==> config.mk <==
export PLATFORM = sky130hd
export DESIGN_NAME = tbr_div
export DESIGN_NICKNAME = d
export VERILOG_FILES = /design/src/sv/tbr_pkg.sv /design/src/sv/tbr_div.sv
export SDC_FILE = /design/constraint.sdc
export NUM_CORES = 1
export LEC_CHECK = 0
export ABC_AREA = 1
export BUFFER_PORTS_ARGS = -buffer_cell sky130_fd_sc_hd__buf_2
export CORE_ASPECT_RATIO = 1.4
export CORE_MARGIN = 4
export CORE_UTILIZATION = 45
export DETAILED_ROUTE_END_ITERATION = 8
export PLACE_DENSITY_LB_ADDON = 0.3
export SLEW_MARGIN = 20
export SYNTH_ARGS = -nofsm -noshare
export SYNTH_HDL_FRONTEND = slang
export SYNTH_SLANG_ARGS = --single-unit
==> constraint.sdc <==
create_clock -name clk_i -period 4.3 [get_ports clk_i]
set_input_delay 0.215 -clock clk_i [delete_from_list [all_inputs] [get_ports clk_i]]
set_output_delay 0.215 -clock clk_i [all_outputs]
set_load 0.1 [all_outputs]
==> src/sv/tbr_pkg.sv <==
// Shared types, widths, codes and saturation helpers of the triangle rasterizer.
// Used by the divider and the top level; no dependencies.
`default_nettype none
package tbr_pkg;

  localparam int unsigned MAX_WIDTH_DEF  = 256;
  localparam int unsigned MAX_HEIGHT_DEF = 256;

  localparam int unsigned COORD_W   = 12;
  localparam int unsigned DEPTH_W   = 16;
  localparam int unsigned WEIGHT_W  = 18;
  localparam int unsigned PIX_W     = 8;
  localparam int unsigned CFG_W     = 9;
  localparam int unsigned CFG_IDX_W = 2;
  localparam int unsigned IN_DATA_W  = 120;
  localparam int unsigned OUT_DATA_W = 88;
  localparam int unsigned OUT_USER_W = 2;

  // vertex deltas, edge products, shared multiplier and accumulator
  localparam int unsigned DELTA_W = 13;
  localparam int unsigned EDGE_W  = 28;
  localparam int unsigned MULB_W  = 16;
  localparam int unsigned PROD_W  = EDGE_W + MULB_W;
  localparam int unsigned ACC_W   = PROD_W + 2;
  localparam int unsigned WFRAC   = 16;
  // quotient magnitude bits and signed quotient width
  localparam int unsigned QUO_W   = 18;
  localparam int unsigned RES_W   = QUO_W + 1;

  localparam logic [CFG_W-1:0] SCREEN_RESET = 9'd256;
  localparam logic signed [DEPTH_W-1:0]  DEPTH_ONE      = 16'sd16384;
  localparam logic signed [DEPTH_W-1:0]  DEPTH_NEG_ONE  = -16'sd16384;
  localparam logic signed [WEIGHT_W-1:0] WEIGHT_NEG_ONE = -18'sd65536;

  localparam logic signed [RES_W-1:0] W_SAT_HI = 19'sd131071;
  localparam logic signed [RES_W-1:0] W_SAT_LO = -19'sd131072;
  localparam logic signed [RES_W-1:0] D_SAT_HI = 19'sd32767;
  localparam logic signed [RES_W-1:0] D_SAT_LO = -19'sd32768;

  typedef enum logic {
    REQ_LOAD = 1'b0,
    REQ_STEP = 1'b1
  } req_e;

  typedef enum logic [CFG_IDX_W-1:0] {
    CFG_SCREEN_W = 2'd0,
    CFG_SCREEN_H = 2'd1
  } cfg_idx_e;

  typedef enum logic [2:0] {
    ST_CLEAR,
    ST_IDLE,
    ST_MUL,
    ST_DIV,
    ST_TEST
  } state_e;

  function automatic logic signed [WEIGHT_W-1:0] sat_weight(input logic signed [RES_W-1:0] v);
    if (v > W_SAT_HI) return W_SAT_HI[WEIGHT_W-1:0];
    else if (v < W_SAT_LO) return W_SAT_LO[WEIGHT_W-1:0];
    else return v[WEIGHT_W-1:0];
  endfunction

  function automatic logic signed [DEPTH_W-1:0] sat_depth(input logic signed [RES_W-1:0] v);
    if (v > D_SAT_HI) return D_SAT_HI[DEPTH_W-1:0];
    else if (v < D_SAT_LO) return D_SAT_LO[DEPTH_W-1:0];
    else return v[DEPTH_W-1:0];
  endfunction

endpackage
`default_nettype wire

==> src/sv/tbr_div.sv <==
// Sequential signed divider with round-to-nearest (ties away from zero) and
// saturated quotient magnitude. Depends on tbr_pkg.
`default_nettype none
module tbr_div
  import tbr_pkg::*;
(
  input  wire logic                     clk_i,
  input  wire logic                     rst_ni,
  input  wire logic                     start_i,
  input  wire logic signed [ACC_W-1:0]  num_i,
  input  wire logic signed [EDGE_W-1:0] den_i,
  output logic                          done_o,
  output logic signed [RES_W-1:0]       quo_o
);

  localparam int unsigned REM_W = ACC_W + 2;
  localparam int unsigned CNT_W = $clog2(QUO_W + 2);

  logic [REM_W-1:0]  rem_q, dsh_q;
  logic [QUO_W-1:0]  q_q;
  logic              ovf_q, neg_q, busy_q, done_q;
  logic [CNT_W-1:0]  cnt_q;

  logic [ACC_W-1:0]  num_mag;
  logic [EDGE_W-1:0] den_mag;
  logic [REM_W-1:0]  rem_init, dsh_init;
  logic              ge;
  logic [QUO_W-1:0]  mag;

  assign num_mag  = num_i[ACC_W-1] ? ACC_W'(-num_i) : ACC_W'(num_i);
  assign den_mag  = den_i[EDGE_W-1] ? EDGE_W'(-den_i) : EDGE_W'(den_i);
  // rounding: (2|n| + |d|) / (2|d|)
  assign rem_init = (REM_W'(num_mag) << 1) + REM_W'(den_mag);
  assign dsh_init = REM_W'(den_mag) << (QUO_W + 1);
  assign ge       = (rem_q >= dsh_q);

  always_ff @(posedge clk_i or negedge rst_ni) begin
    if (!rst_ni) begin
      busy_q <= 1'b0;
      done_q <= 1'b0;
      cnt_q  <= '0;
    end else begin
      done_q <= 1'b0;
      if (start_i) begin
        busy_q <= 1'b1;
        cnt_q  <= CNT_W'(QUO_W + 1);
      end else if (busy_q) begin
        cnt_q <= cnt_q - CNT_W'(1);
        if (cnt_q == CNT_W'(1)) begin
          busy_q <= 1'b0;
          done_q <= 1'b1;
        end
      end
    end
  end

  always_ff @(posedge clk_i) begin
    if (start_i) begin
      rem_q <= rem_init;
      dsh_q <= dsh_init;
      q_q   <= '0;
      ovf_q <= 1'b0;
      neg_q <= num_i[ACC_W-1] ^ den_i[EDGE_W-1];
    end else if (busy_q) begin
      // first pass only checks that the quotient fits
      if (cnt_q == CNT_W'(QUO_W + 1)) begin
        ovf_q <= ge;
      end else begin
        q_q <= {q_q[QUO_W-2:0], ge};
        if (ge) begin
          rem_q <= rem_q - dsh_q;
        end
      end
      dsh_q <= dsh_q >> 1;
    end
  end

  assign mag    = ovf_q ? {QUO_W{1'b1}} : q_q;
  assign quo_o  = neg_q ? -$signed({1'b0, mag}) : $signed({1'b0, mag});
  assign done_o = done_q;

endmodule
`default_nettype wire

# Word level (Yosys, flattened, before mapping)

Cells that the tools add are included.

Register bits: 122
Output and inout bits: 20
Word-level logic and storage cells: 44
Bits of input ports: 77

Equal/unequal tests: 3
Add/subtract/negate cells: 6
Reductions and logical operators: 5
Multiplexer cells: 18
$lt $le $gt $ge: 1
Bitwise logic cells: 2

Operators with widths:

| operator              | count |
|---|---|
| $mux W48              | 4 |
| $mux W47              | 2 |
| $add A47 B28 Y48      | 1 |
| $ge A48 B47 Y1        | 1 |
| $sub A48 B47 Y48      | 1 |
| $mux W46              | 1 |
| $neg A46 Y46          | 1 |
| $mux W28              | 1 |
| $neg A28 Y28          | 1 |
| $mux W19              | 1 |
| $neg A18 Y19          | 1 |
| $mux W18              | 1 |
| $mux W5               | 2 |
| $mux W1               | 6 |
| $eq A5 B1 Y1 const B  | 1 |
| $eq A5 B5 Y1 const B  | 1 |
| $sub A5 B1 Y5 const B | 1 |
| $reduce_and A2 Y1     | 2 |
| $reduce_bool A2 Y1    | 2 |
| $reduce_and A3 Y1     | 1 |
| $ne A2 B2 Y1 const B  | 1 |
| $not A1 Y1            | 1 |
| $xor A1 B1 Y1         | 1 |

# Depth between registers and ports, before layout

Gate-level depths: netlist (run 1).

Depth after elaboration: 5
Gate-level depth with buffers: 25
Gate-level depth less buffers: 24

# Least setup slack after synthesis (run 1)

OpenSTA, ideal clock, no wires.

Path kind: input to register
From: input port num_i[45]
To: register rem_q[33] (data pin)
Slack: 0.669 ns
Buffers on the path: 5
Required time: 4.047 ns
Cell stages on the path: 25
Arrival: 3.378 ns
Library setup time: 0.253 ns
Cells stage by stage: buf_2 buf_2 buf_2 clkbuf_1 clkbuf_1 o41ai_1 xor2_1 ha_1 nand2_1 o21ai_0 a21oi_1 nor2_1 inv_1 o21ai_0 nand2_2 nand2_1 nand3_1 nand2_1 nand2_1 nand2_1 nand2_1 nand2_1 nand2_1 nand3_1 nand2_1

Longest elaborated chain between the ends: 3

RTL lines:

| what                 | line          | text |
|---|---|---|
| start, declared      | tbr_div.sv:10 | `input wire logic signed [ACC_W-1:0] num_i,` |
| $mux W46             | tbr_div.sv:30 | `assign num_mag = num_i[ACC_W-1] ? ACC_W'(-num_i) : ACC_W'(num_i);` |
| $add A47 B28 Y48     | tbr_div.sv:33 | `assign rem_init = (REM_W'(num_mag) << 1) + REM_W'(den_mag);` |
| $mux W48             | tbr_div.sv:58 | `if (start_i) begin` |
| end signal, assigned | tbr_div.sv:59 | `rem_q <= rem_init;` |
| end signal, assigned | tbr_div.sv:71 | `rem_q <= rem_q - dsh_q;` |
| end, declared        | tbr_div.sv:19 | `logic [REM_W-1:0] rem_q, dsh_q;` |

Every way passes these cells.
A chain may end at the register's enable or synchronous reset.

# Final worst setup path (run 1)

From: register rem_q[3]
To: register rem_q[47] (enable)

Longest elaborated chain between the ends: 3

RTL lines:

| what                         | line          | text |
|---|---|---|
| $ge A48 B47 Y1               | tbr_div.sv:35 | `assign ge = (rem_q >= dsh_q);` |
| $reduce_bool A2 Y1 (no line) | -             |  |
| $reduce_and A3 Y1 (no line)  | -             |  |

Every way passes these cells.

==> results of run 1 <==
-- flip-flops by register name, indices dropped and copies added, names as in the netlist --
name,flops
busy_q,1
cnt_q,5
done_o,1
dsh_q,47
neg_q,1
ovf_q,1
q_q,18
rem_q,48
-- layer usage --
metal  wire, um  track usage (%)  vias to the layer above  part of all wire [%]
met2      23600             52.4                      432                    50
li1           -                -                     7340                     -
met3       1890             2.62                      112                   4.0
met5         13                0                        -                 0.028
met1      18500             31.9                     6559                    40
met4       2800             16.1                        2                   6.0
-- report_power, final --
part,switching (mW),internal (mW)
combinational,3.62,1.45
clock,0.549,0.967
sequential,0.126,1.66
total,4.29,4.08
-- final timing paths --
check,startpoint,endpoint,slack (ns),cells after the start
worst min register to register,q_q[17],q_q[17],0.48,2
max in group asynchronous,rst_ni,cnt_q[1],4.01,2
worst max-delay path,rem_q[3],rem_q[47],0.40,16
worst min-delay path,rst_ni,done_o,0.13,2
min in group clk_i,den_i[0],dsh_q[19],0.14,3
worst max register to register,rem_q[3],rem_q[47],0.40,16
-- repair_timing --
| action | 4_1_cts | 5_1_grt |
|---|---|---|
| endpoints found under the hold margin | 7 | 0 |
| setup buffers | 0 | 0 |
| hold buffers | 1 | 0 |
-- per-stage QoR --
| stage | cells | setup WS (ns) | area (um^2) |
|---|---|---|---|
| floorplan | 2173 | 0.669 | 13400 |
| global placement | 2629 | 0.341 | 14300 |
| detailed placement | 2629 | 0.287 | 14300 |
| CTS | 2662 | 0.462 | 14900 |
| global route | 2662 | 0.168 | 14900 |
| finish | 2662 | 0.399 | 14900 |
-- cells by family after synthesis --
logic type / after synthesis / synth area share (%)
XOR/XNOR: 69 / 4.52
flip-flops: 122 / 24.3
buffers and inverters: 355 / 10.1
AO/OA/AOI/OAI: 408 / 16.7
adder cells (fa/ha/maj): 79 / 7.51
AND/OR/NAND/NOR: 1140 / 36.9
-- synthesized netlist by cell type (3+ instances only) --
master,instances
nand2_1,551
inv_1,306
nor2_1,289
a21oi_1,155
o21ai_0,152
nand3_1,149
edfxtp_1,77
ha_1,77
xor2_1,47
dfxtp_1,38
nand2_2,32
nand4_1,26
o22ai_1,26
xnor2_1,22
a31oi_1,20
clkbuf_1,20
nor3_1,19
nor2_2,15
o21a_1,12
or2_2,12
nand3b_1,11
nand3_2,10
o21ai_1,10
buf_2,9
buf_1,7
clkinv_1,7
dfrtp_1,7
nor4_1,7
o21bai_1,7
a21o_1,5
inv_2,5
nor2_4,5
a21boi_0,4
and2_1,3
and3_1,3
-- cell type report --
cell class / instances / area [um^2] / area share [%]
sequential: 122 / 3250 / 21.7
inverter: 318 / 1190 / 7.99
multi-input combinational: 1696 / 8770 / 58.7
timing repair buffer: 114 / 631 / 4.22
tap: 380 / 475 / 3.18
clock inverter: 15 / 200 / 1.34
clock buffer: 17 / 425 / 2.85
==> metrics.cfg, run 1 <==
[clock_tree]
tritoncts = done
h-tree-depth = 4
clockBufferDepth = 2
clk_pin_slew_worst_paths_ns = 0.06
ctsResizeCount = 0
cts.sinks = 122
clock_latency_ns = 0.44
cts_made_buffers = 17
cts_root_buf = clkbuf_16

[placement]
port_buffers = 96
dp_hpwl_um = 39400
gp_congestion = 0.934

[timing]
maxSlewHeadroom_pct = 37.4
hold_ws_ns = 0.132
tns_ns = 0
period_minus_slack_ns = 3.90
hold_viol = 0
drv_slew = 0
tightest_slew_ns = 0.930
rsz0062_at_grt = false
fmaxAchievable_mhz = 256
finalCritPeriodShare_pct = 90.7
skew_ns = 0.0137
setup_viol = 0

[cells_and_area]
fin_nets = 2425
post-route-util_pct = 51.1
final_cell_mix = 550 x nand2_1, 305 x inv_1, 289 x nor2_1, 155 x a21oi_1, 152 x o21ai_0
fill_cells = 3081
drive_above_1_share_pct = 10.2
layout_commonest_cell = nand2_1
area_delta_synth_final_pct = 11.8
n_antenna_cell = 0

[grt]
grt_max_degree = 65
grt_pass1_vias = 13700
antenna_found_initial = 1
grt-ovfl-total = 0
grt_use_total_pct = 28.4
grt_pass1_wl_um = 72200

[setup_path]
cp_cell_sequence = ha_1 > a21oi_1 > nand2_1 > a21oi_1 > o21bai_1 > a21boi_0 > inv_1 > nand2_1 > nand2_1 > a21oi_1 > o41ai_1 > nand2_1 > nand2_1 > nand2_1 > nand2_2 > buf_12
worst_path_largest_cell_delay_ns = 0.41
cpLargestDelayFamily = compound AO/OA/AOI/OAI gates
worst_ep_arrival_time_ns = 4.08
endpoint_kind = flip-flop
path_buf_inv = 2
cpMostUsedCell = nand2_1
slowest_stage = a21oi_1
path_class = flip-flop to flip-flop
worstSetupStartpointType = flip-flop
crit_fanout = 33
required_ns = 4.48

[die]
coreArea_um2 = 29300
initial_core_util_pct = 45.7
io_pins = 97
dieArea_um2 = 32500
die_y_um = 212
num_rows = 74
die_w_um = 154

[logic_synthesis]
synth_area_leader_cell = edfxtp_1
netlist_area_um2 = 13400
syn_nets = 2329
synth_edf_count = 77
synth.area.top_cells = edfxtp_1 17%, nand2_1 15%, inv_1 8.6%
synth_top_cell_area_share_pct = 17.3
ys_warn_count = 0
synth_ff_type = edfxtp_1
yosysSeqAreaShare_pct = 24.3
ys_types = 56
synth_async_sr_flop_share_pct = 5.74
syn_inst = 2173
synth_area_per_cell_um2 = 6.15
synth-seq-cells = 122

[routing]
drt_pass1_iterations = 6
drt_iter0_markers = 952
avgViaCountPerCell = 5.43
drc_errors = 0
wl_per_cell_um = 17.6
drt_wl_total_um = 46800
ant_nets = 0
vias = 14400

[hold_path]
hold_class = input pin to asynchronous set/reset pin

[run_status]
status = finished, final reports clean

[power_and_ir_drop]
p_per_area_nw_per_um2 = 560
peakVddDrop_mv = 0.357
design_power_total_mw = 8.37
total_leakage_power_nw = 7.21

[job]
max_cap_violations = 0

No activity file was read; power rests on OpenSTA's default activity.
==> run 2, diff against run 1 <==
CORE_UTILIZATION = 25   (was 45)
==> run 2 against run 1 <==
Via count is 0.22% lower. Sequential share of layout area is 0.54 points lower. Wire length rose by 9.9%. Non-clock buffer count down 1. Critical path depth unchanged. Register-to-register slack got worse by 0.13 ns. Sequential cell count stayed put. Sequential power about the same. Clock-buffer cell count rose by 5. Combinational power grew 1%. Clock skew increased by 0.0014 ns. Global-route usage is 11 points lower.
==> metrics.cfg, run 2 (same netlist as run 1, synthesis figures left out) <==
[power_and_ir_drop]
design_power_total_mw = 8.39  ; was 8.37 mW
switching_share_pct = 52.6  ; was 51.3%
peakVddDrop_mv = 0.310  ; was 0.357 mV
total_leakage_power_nw = 7.19  ; was 7.21 nW
p_per_area_nw_per_um2 = 548  ; was 560 nW/um^2
clkPwrFrac_pct = 17.6  ; was 18.1%
p_seq_share_pct = 21.4  ; was 21.3%
p_int_mw = 3.98  ; was 4.08 mW
p_comb_share_pct = 61.0  ; was 60.6%
p_sw_mw = 4.41  ; was 4.29 mW

[grt]
grt-ovfl-total = 0  ; unchanged
grt_max_degree = 62  ; was 65
antenna_found_initial = 0  ; was 1
grt_pass1_vias = 14200  ; was 13700
grt_use_total_pct = 17.7  ; was 28.4%
grt_pass1_wl_um = 79200  ; was 72200 um

[cells_and_area]
area_delta_synth_final_pct = 14.7  ; was 11.8%
fin_nets = 2424  ; was 2425
stdcell_count = 2995  ; was 2662
drive_above_1_share_pct = 10.2  ; about the same
fill_cells = 6022  ; was 3081
layout_commonest_cell = nand2_1  ; unchanged
post-route-util_pct = 28.9  ; was 51.1%
final_area_um2 = 15300  ; was 14900 um^2
top_regs = rem_q x48, dsh_q x47, q_q x18  ; unchanged
n_antenna_cell = 0  ; unchanged
largest_reg_flops = 48  ; unchanged
final_cell_mix = 550 x nand2_1, 305 x inv_1, 289 x nor2_1, 155 x a21oi_1, 152 x o21ai_0  ; unchanged
largest_register = rem_q  ; unchanged

[clock_tree]
tritoncts = done  ; unchanged
postCtsSetupBuffers = 0  ; unchanged
cts_root_buf = clkbuf_16  ; unchanged
h-tree-depth = 4  ; unchanged
clockBufferDepth = 2  ; unchanged
cts_made_buffers = 17  ; unchanged
clock_latency_ns = 0.45  ; was 0.44 ns
clk_pin_slew_worst_paths_ns = 0.07  ; was 0.06 ns
cts.sinks = 122  ; unchanged

[setup_path]
crit_fanout = 28  ; was 33
worst_ep_arrival_time_ns = 4.17  ; was 4.08 ns
path_class = flip-flop to flip-flop  ; unchanged
worst_path_largest_cell_delay_ns = 0.54  ; was 0.41 ns
worstSetupStartpointType = flip-flop  ; unchanged
required_ns = 4.44  ; was 4.48 ns
cpMostUsedCell = nand2_1  ; unchanged
cp_cell_sequence = ha_1 > a21oi_1 > nand2_1 > a21oi_1 > o21bai_1 > a21boi_0 > inv_1 > nand2_1 > nand2_1 > a21oi_1 > o41ai_1 > nand2_1 > nand2_1 > nand2_1 > nand2_2 > buf_4  ; was ha_1 > a21oi_1 > nand2_1 > a21oi_1 > o21bai_1 > a21boi_0 > inv_1 > nand2_1 > nand2_1 > a21oi_1 > o41ai_1 > nand2_1 > nand2_1 > nand2_1 > nand2_2 > buf_12
slowest_stage = a21oi_1  ; unchanged
endpoint_kind = flip-flop  ; unchanged

[timing]
rsz0062_at_grt = false  ; unchanged
drv_slew = 0  ; unchanged
fmaxAchievable_mhz = 248  ; was 256 MHz
maxSlewHeadroom_pct = 35.4  ; was 37.4%
period_minus_slack_ns = 4.03  ; was 3.90 ns
finalCritPeriodShare_pct = 93.7  ; was 90.7%
setup_viol = 0  ; unchanged
hold_viol = 0  ; unchanged
fin_ws_ns = 0.270  ; was 0.399 ns
hold_ws_ns = 0.119  ; was 0.132 ns
skew_ns = 0.0151  ; was 0.0137 ns
tns_ns = 0  ; unchanged
tightest_slew_ns = 0.967  ; was 0.930 ns

[die]
die_y_um = 282  ; was 212 um
coreArea_um2 = 53100  ; was 29300 um^2
initial_core_util_pct = 25.2  ; was 45.7%
die_w_um = 203  ; was 154 um
num_rows = 100  ; was 74
io_pins = 97  ; unchanged
dieArea_um2 = 57300  ; was 32500 um^2

[routing]
wl_per_cell_um = 17.2  ; was 17.6 um
avgViaCountPerCell = 4.81  ; was 5.43
drt_wl_total_um = 51400  ; was 46800 um
vias = 14400  ; about the same
drt_pass1_iterations = 6  ; unchanged
drt_iter0_markers = 1002  ; was 952
drc_errors = 0  ; unchanged
ant_nets = 0  ; unchanged

[job]
max_cap_violations = 0  ; unchanged

[hold_path]
hold_class = input pin to flip-flop  ; was input pin to asynchronous set/reset pin

[placement]
place_inst = 2962  ; was 2629
gp_congestion = 0.992  ; was 0.934
dp_slack_ns = 0.344  ; was 0.287 ns
port_buffers = 96  ; unchanged
post_dp_cell_area_um2 = 14700  ; was 14300 um^2
dp_hpwl_um = 43200  ; was 39400 um

[run_status]
status = finished, final reports clean  ; unchanged

-- run 2: layout make-up --
| class | count | area, um^2 | share of cell area (%) |
|---|---|---|---|
| multi-input combinational | 1696 | 8770 | 57.2 |
| sequential | 122 | 3250 | 21.2 |
| inverter | 318 | 1190 | 7.79 |
| tap | 714 | 893 | 5.83 |
| timing repair buffer | 113 | 613 | 4.00 |
| clock buffer | 22 | 529 | 3.45 |
| clock inverter | 10 | 78.8 | 0.514 |
-- run 2: worst paths after layout --
kind / from / to / slack, ns / depth (start not counted)
max: rem_q[3] / rem_q[24] / 0.27 / 16
min: den_i[0] / dsh_q[19] / 0.12 / 3
max reg2reg: rem_q[3] / rem_q[24] / 0.27 / 16
min reg2reg: q_q[17] / q_q[17] / 0.49 / 2
max in group asynchronous: rst_ni / cnt_q[4] / 3.98 / 2
min in group asynchronous: rst_ni / cnt_q[3] / 0.16 / 2
-- run 2: power groups by stage --
stage,sequential [mW],clock (mW),combinational (mW)
after floorplan,1.76,0,3.78
after global placement,1.81,0,5.07
after detailed placement,1.82,0,5.08
after CTS,1.80,1.51,5.11
after global routing,1.82,1.56,5.67
final,1.79,1.48,5.12
-- run 2: what timing repair did --
action / 4_1_cts / 5_1_grt
hold endpoints to repair: 7 / 0
resized for setup: 0 / 0
hold buffers: 1 / 0
-- run 2: per-layer routing --
metal	up-vias	wire length, um	track usage (%)	part of all wire (%)
li1	7326	-	-	-
met3	96	1530	1.62	3.0
met5	-	0	0	0
met2	382	26700	33.5	52
met4	0	2790	9.40	5.4
met1	6609	20400	19.4	40
-- run 2: critical path, delay by kind of cell (launching register included) --
kind            cells  cell delay (ns)
compound gates      6             1.82
fa+ha+maj           1             0.38
buf+inv             2             0.41
flops               1             0.37
simple gates        7             0.71
==> run 3, diff against run 2 <==
CORE_UTILIZATION = 63   (was 25)
CTS_CLUSTER_DIAMETER = 200   (was default)
HOLD_SLACK_MARGIN = 0.02   (was default)
==> run 3 against run 2 <==
Clock-buffer cell count up 3. Clock skew down 0.0035 ns. Clock power about the same. Sequential power about the same. Largest cell class unchanged. Worst setup slack better by 0.17 ns. Wire length down 15%.
==> metrics.cfg, run 3 (same netlist as run 1, synthesis figures left out) <==
[run_status]
status = finished, final reports clean  ; unchanged

[routing]
met2WireLength_um = 20800  ; was 26700 um
avgViaCountPerCell = 5.87  ; was 4.81
vias = 14900  ; was 14400
drt_pass1_iterations = 6  ; unchanged
wl_per_cell_um = 17.2  ; about the same
wl_met1_um = 16200  ; was 20400 um
drt_wl_total_um = 43600  ; was 51400 um
wl_met3_um = 2830  ; was 1530 um
maxUsedRoutingLayer = met5  ; was met4
drt_iter0_markers = 1335  ; was 1002
ant_nets = 0  ; unchanged
drc_errors = 0  ; unchanged

[cells_and_area]
area_delta_synth_final_pct = 10.3  ; was 14.7%
layout_commonest_cell = nand2_1  ; unchanged
n_antenna_cell = 0  ; unchanged
largest_reg_flops = 48  ; unchanged
largest_register = rem_q  ; unchanged
drive_above_1_share_pct = 9.83  ; was 10.2%
fin_nets = 2422  ; was 2424
fill_cells = 1869  ; was 6022
top_regs = rem_q x48, dsh_q x47, q_q x18  ; unchanged
final_cell_mix = 550 x nand2_1, 305 x inv_1, 289 x nor2_1, 155 x a21oi_1, 152 x o21ai_0  ; unchanged
post-route-util_pct = 71.1  ; was 28.9%

[timing]
rsz0062_at_grt = false  ; unchanged
finalCritPeriodShare_pct = 89.8  ; was 93.7%
tns_ns = 0  ; unchanged
period_minus_slack_ns = 3.86  ; was 4.03 ns
maxSlewHeadroom_pct = 29.6  ; was 35.4%
drv_slew = 0  ; unchanged
setup_viol = 0  ; unchanged
skew_ns = 0.0116  ; was 0.0151 ns
hold_viol = 0  ; unchanged
fmaxAchievable_mhz = 259  ; was 248 MHz
tightest_slew_ns = 1.06  ; was 0.967 ns

[setup_path]
worst_ep_arrival_time_ns = 3.95  ; was 4.17 ns
cp_cell_sequence = ha_1 > a21oi_1 > nand2_1 > a21oi_1 > o21bai_1 > a21boi_0 > inv_1 > nand2_1 > nand2_1 > a21oi_1 > o41ai_1 > nand2_1 > nand2_1 > nand2_1 > nand2_2 > buf_4  ; unchanged
path_class = flip-flop to flip-flop  ; unchanged
rr_worst_depth = 16  ; unchanged
cpMostUsedCell = nand2_1  ; unchanged
endpoint_kind = flip-flop  ; unchanged
crit_cells = 16  ; unchanged
path_buf_inv = 2  ; unchanged
crit_fanout = 48  ; was 28
slowest_stage = a21boi_0  ; was a21oi_1
required_ns = 4.39  ; was 4.44 ns
worstSetupStartpointType = flip-flop  ; unchanged
worst_path_largest_cell_delay_ns = 0.54  ; about the same
cpLargestDelayFamily = compound AO/OA/AOI/OAI gates  ; unchanged

[clock_tree]
clockBufferDepth = 2  ; unchanged
cts.sinks = 122  ; unchanged
h-tree-depth = 4  ; unchanged
postCtsSetupBuffers = 0  ; unchanged
cts_made_buffers = 17  ; unchanged
tritoncts = done  ; unchanged
clk_pin_slew_worst_paths_ns = 0.06  ; was 0.07 ns
cts_root_buf = clkbuf_16  ; unchanged
clock_latency_ns = 0.43  ; was 0.45 ns

[placement]
port_buffers = 96  ; unchanged
dp_hpwl_um = 35300  ; was 43200 um
gp_congestion = 1.05  ; was 0.992

[die]
die_y_um = 180  ; was 282 um
io_pins = 97  ; unchanged
dieArea_um2 = 23600  ; was 57300 um^2
die_w_um = 131  ; was 203 um
coreArea_um2 = 20700  ; was 53100 um^2
num_rows = 62  ; was 100
initial_core_util_pct = 64.5  ; was 25.2%

[grt]
grt_pass1_wl_um = 68800  ; was 79200 um
grt_use_total_pct = 36.8  ; was 17.7%
grt_max_degree = 91  ; was 62
antenna_found_initial = 1  ; was 0
grt_pass1_vias = 14300  ; was 14200
grt-ovfl-total = 0  ; unchanged

[power_and_ir_drop]
p_per_area_nw_per_um2 = 567  ; was 548 nW/um^2
total_leakage_power_nw = 7.19  ; about the same
peakVddDrop_mv = 0.417  ; was 0.310 mV

[hold_path]
min_path_cells = 3  ; unchanged
hold_class = input pin to flip-flop  ; unchanged

[job]
max_cap_violations = 0  ; unchanged

## run 3: cell count changes in the layout (fill, tap and decap cells not counted), sizes merged
cell      previous run  this run
buf                112       110
bufinv               0         3
clkbuf              22        25
clkinv              12        11
clkinvlp             4         1
inv                312       310
## run 3: timing repair
item	CTS	global route
hold buffers	1	0
gates resized for setup	0	0
hold endpoints to repair	7	0
## run 3: routing by layer
layer | track usage [%] | up-vias
li1 | - | 7327
met1 | 41.6 | 6634
met2 | 62.7 | 730
met3 | 4.30 | 186
met4 | 26.0 | 2
met5 | 0 | -
## run 3: where the power goes
part | switching, mW | internal [mW]
Clock | 0.519 | 0.973
Sequential | 0.127 | 1.66
Combinational | 3.62 | 1.46
Total | 4.26 | 4.09
## run 3: cell type report
| cell class | count | area (um^2) | area share, % |
|---|---|---|---|
| inverters | 318 | 1190 | 8.10 |
| clock buffers | 25 | 497 | 3.37 |
| repair buffers | 111 | 596 | 4.04 |
| flip-flops and latches | 122 | 3250 | 22.0 |
| clock inverters | 7 | 111 | 0.756 |
| well taps | 256 | 320 | 2.17 |
| multi-input cells | 1696 | 8770 | 59.5 |
## run 3: path summary, 6_finish.rpt
check / start / endpoint / slack [ns]
min in group asynchronous: rst_ni / cnt_q[1] / 0.15
hold reg to reg: q_q[17] / q_q[17] / 0.49
hold / removal: start_i / cnt_q[1] / 0.14
max in group asynchronous: rst_ni / cnt_q[3] / 4.00
setup reg to reg: rem_q[3] / rem_q[1] / 0.44
setup / recovery: rem_q[3] / rem_q[1] / 0.44
## run 3: through the flow
stage	total power [mW]	std cells	hold WS, ns	cell area [um^2]	setup slack (ns)
after detailed placement	6.71	2502	0.0521	14100	0.373
final	8.35	2535	0.135	14700	0.440
after global placement	6.61	2502	0.0508	14100	0.449
after global routing	8.94	2535	0.139	14700	0.259
after floorplan	5.54	2173	-0.0806	13400	0.669
after CTS	8.25	2535	0.129	14700	0.545
## run 3: worst min-delay path: stages
cell and delay [ns]:
buf_2 0.10, nor2_1 0.06, a22oi_1 0.13
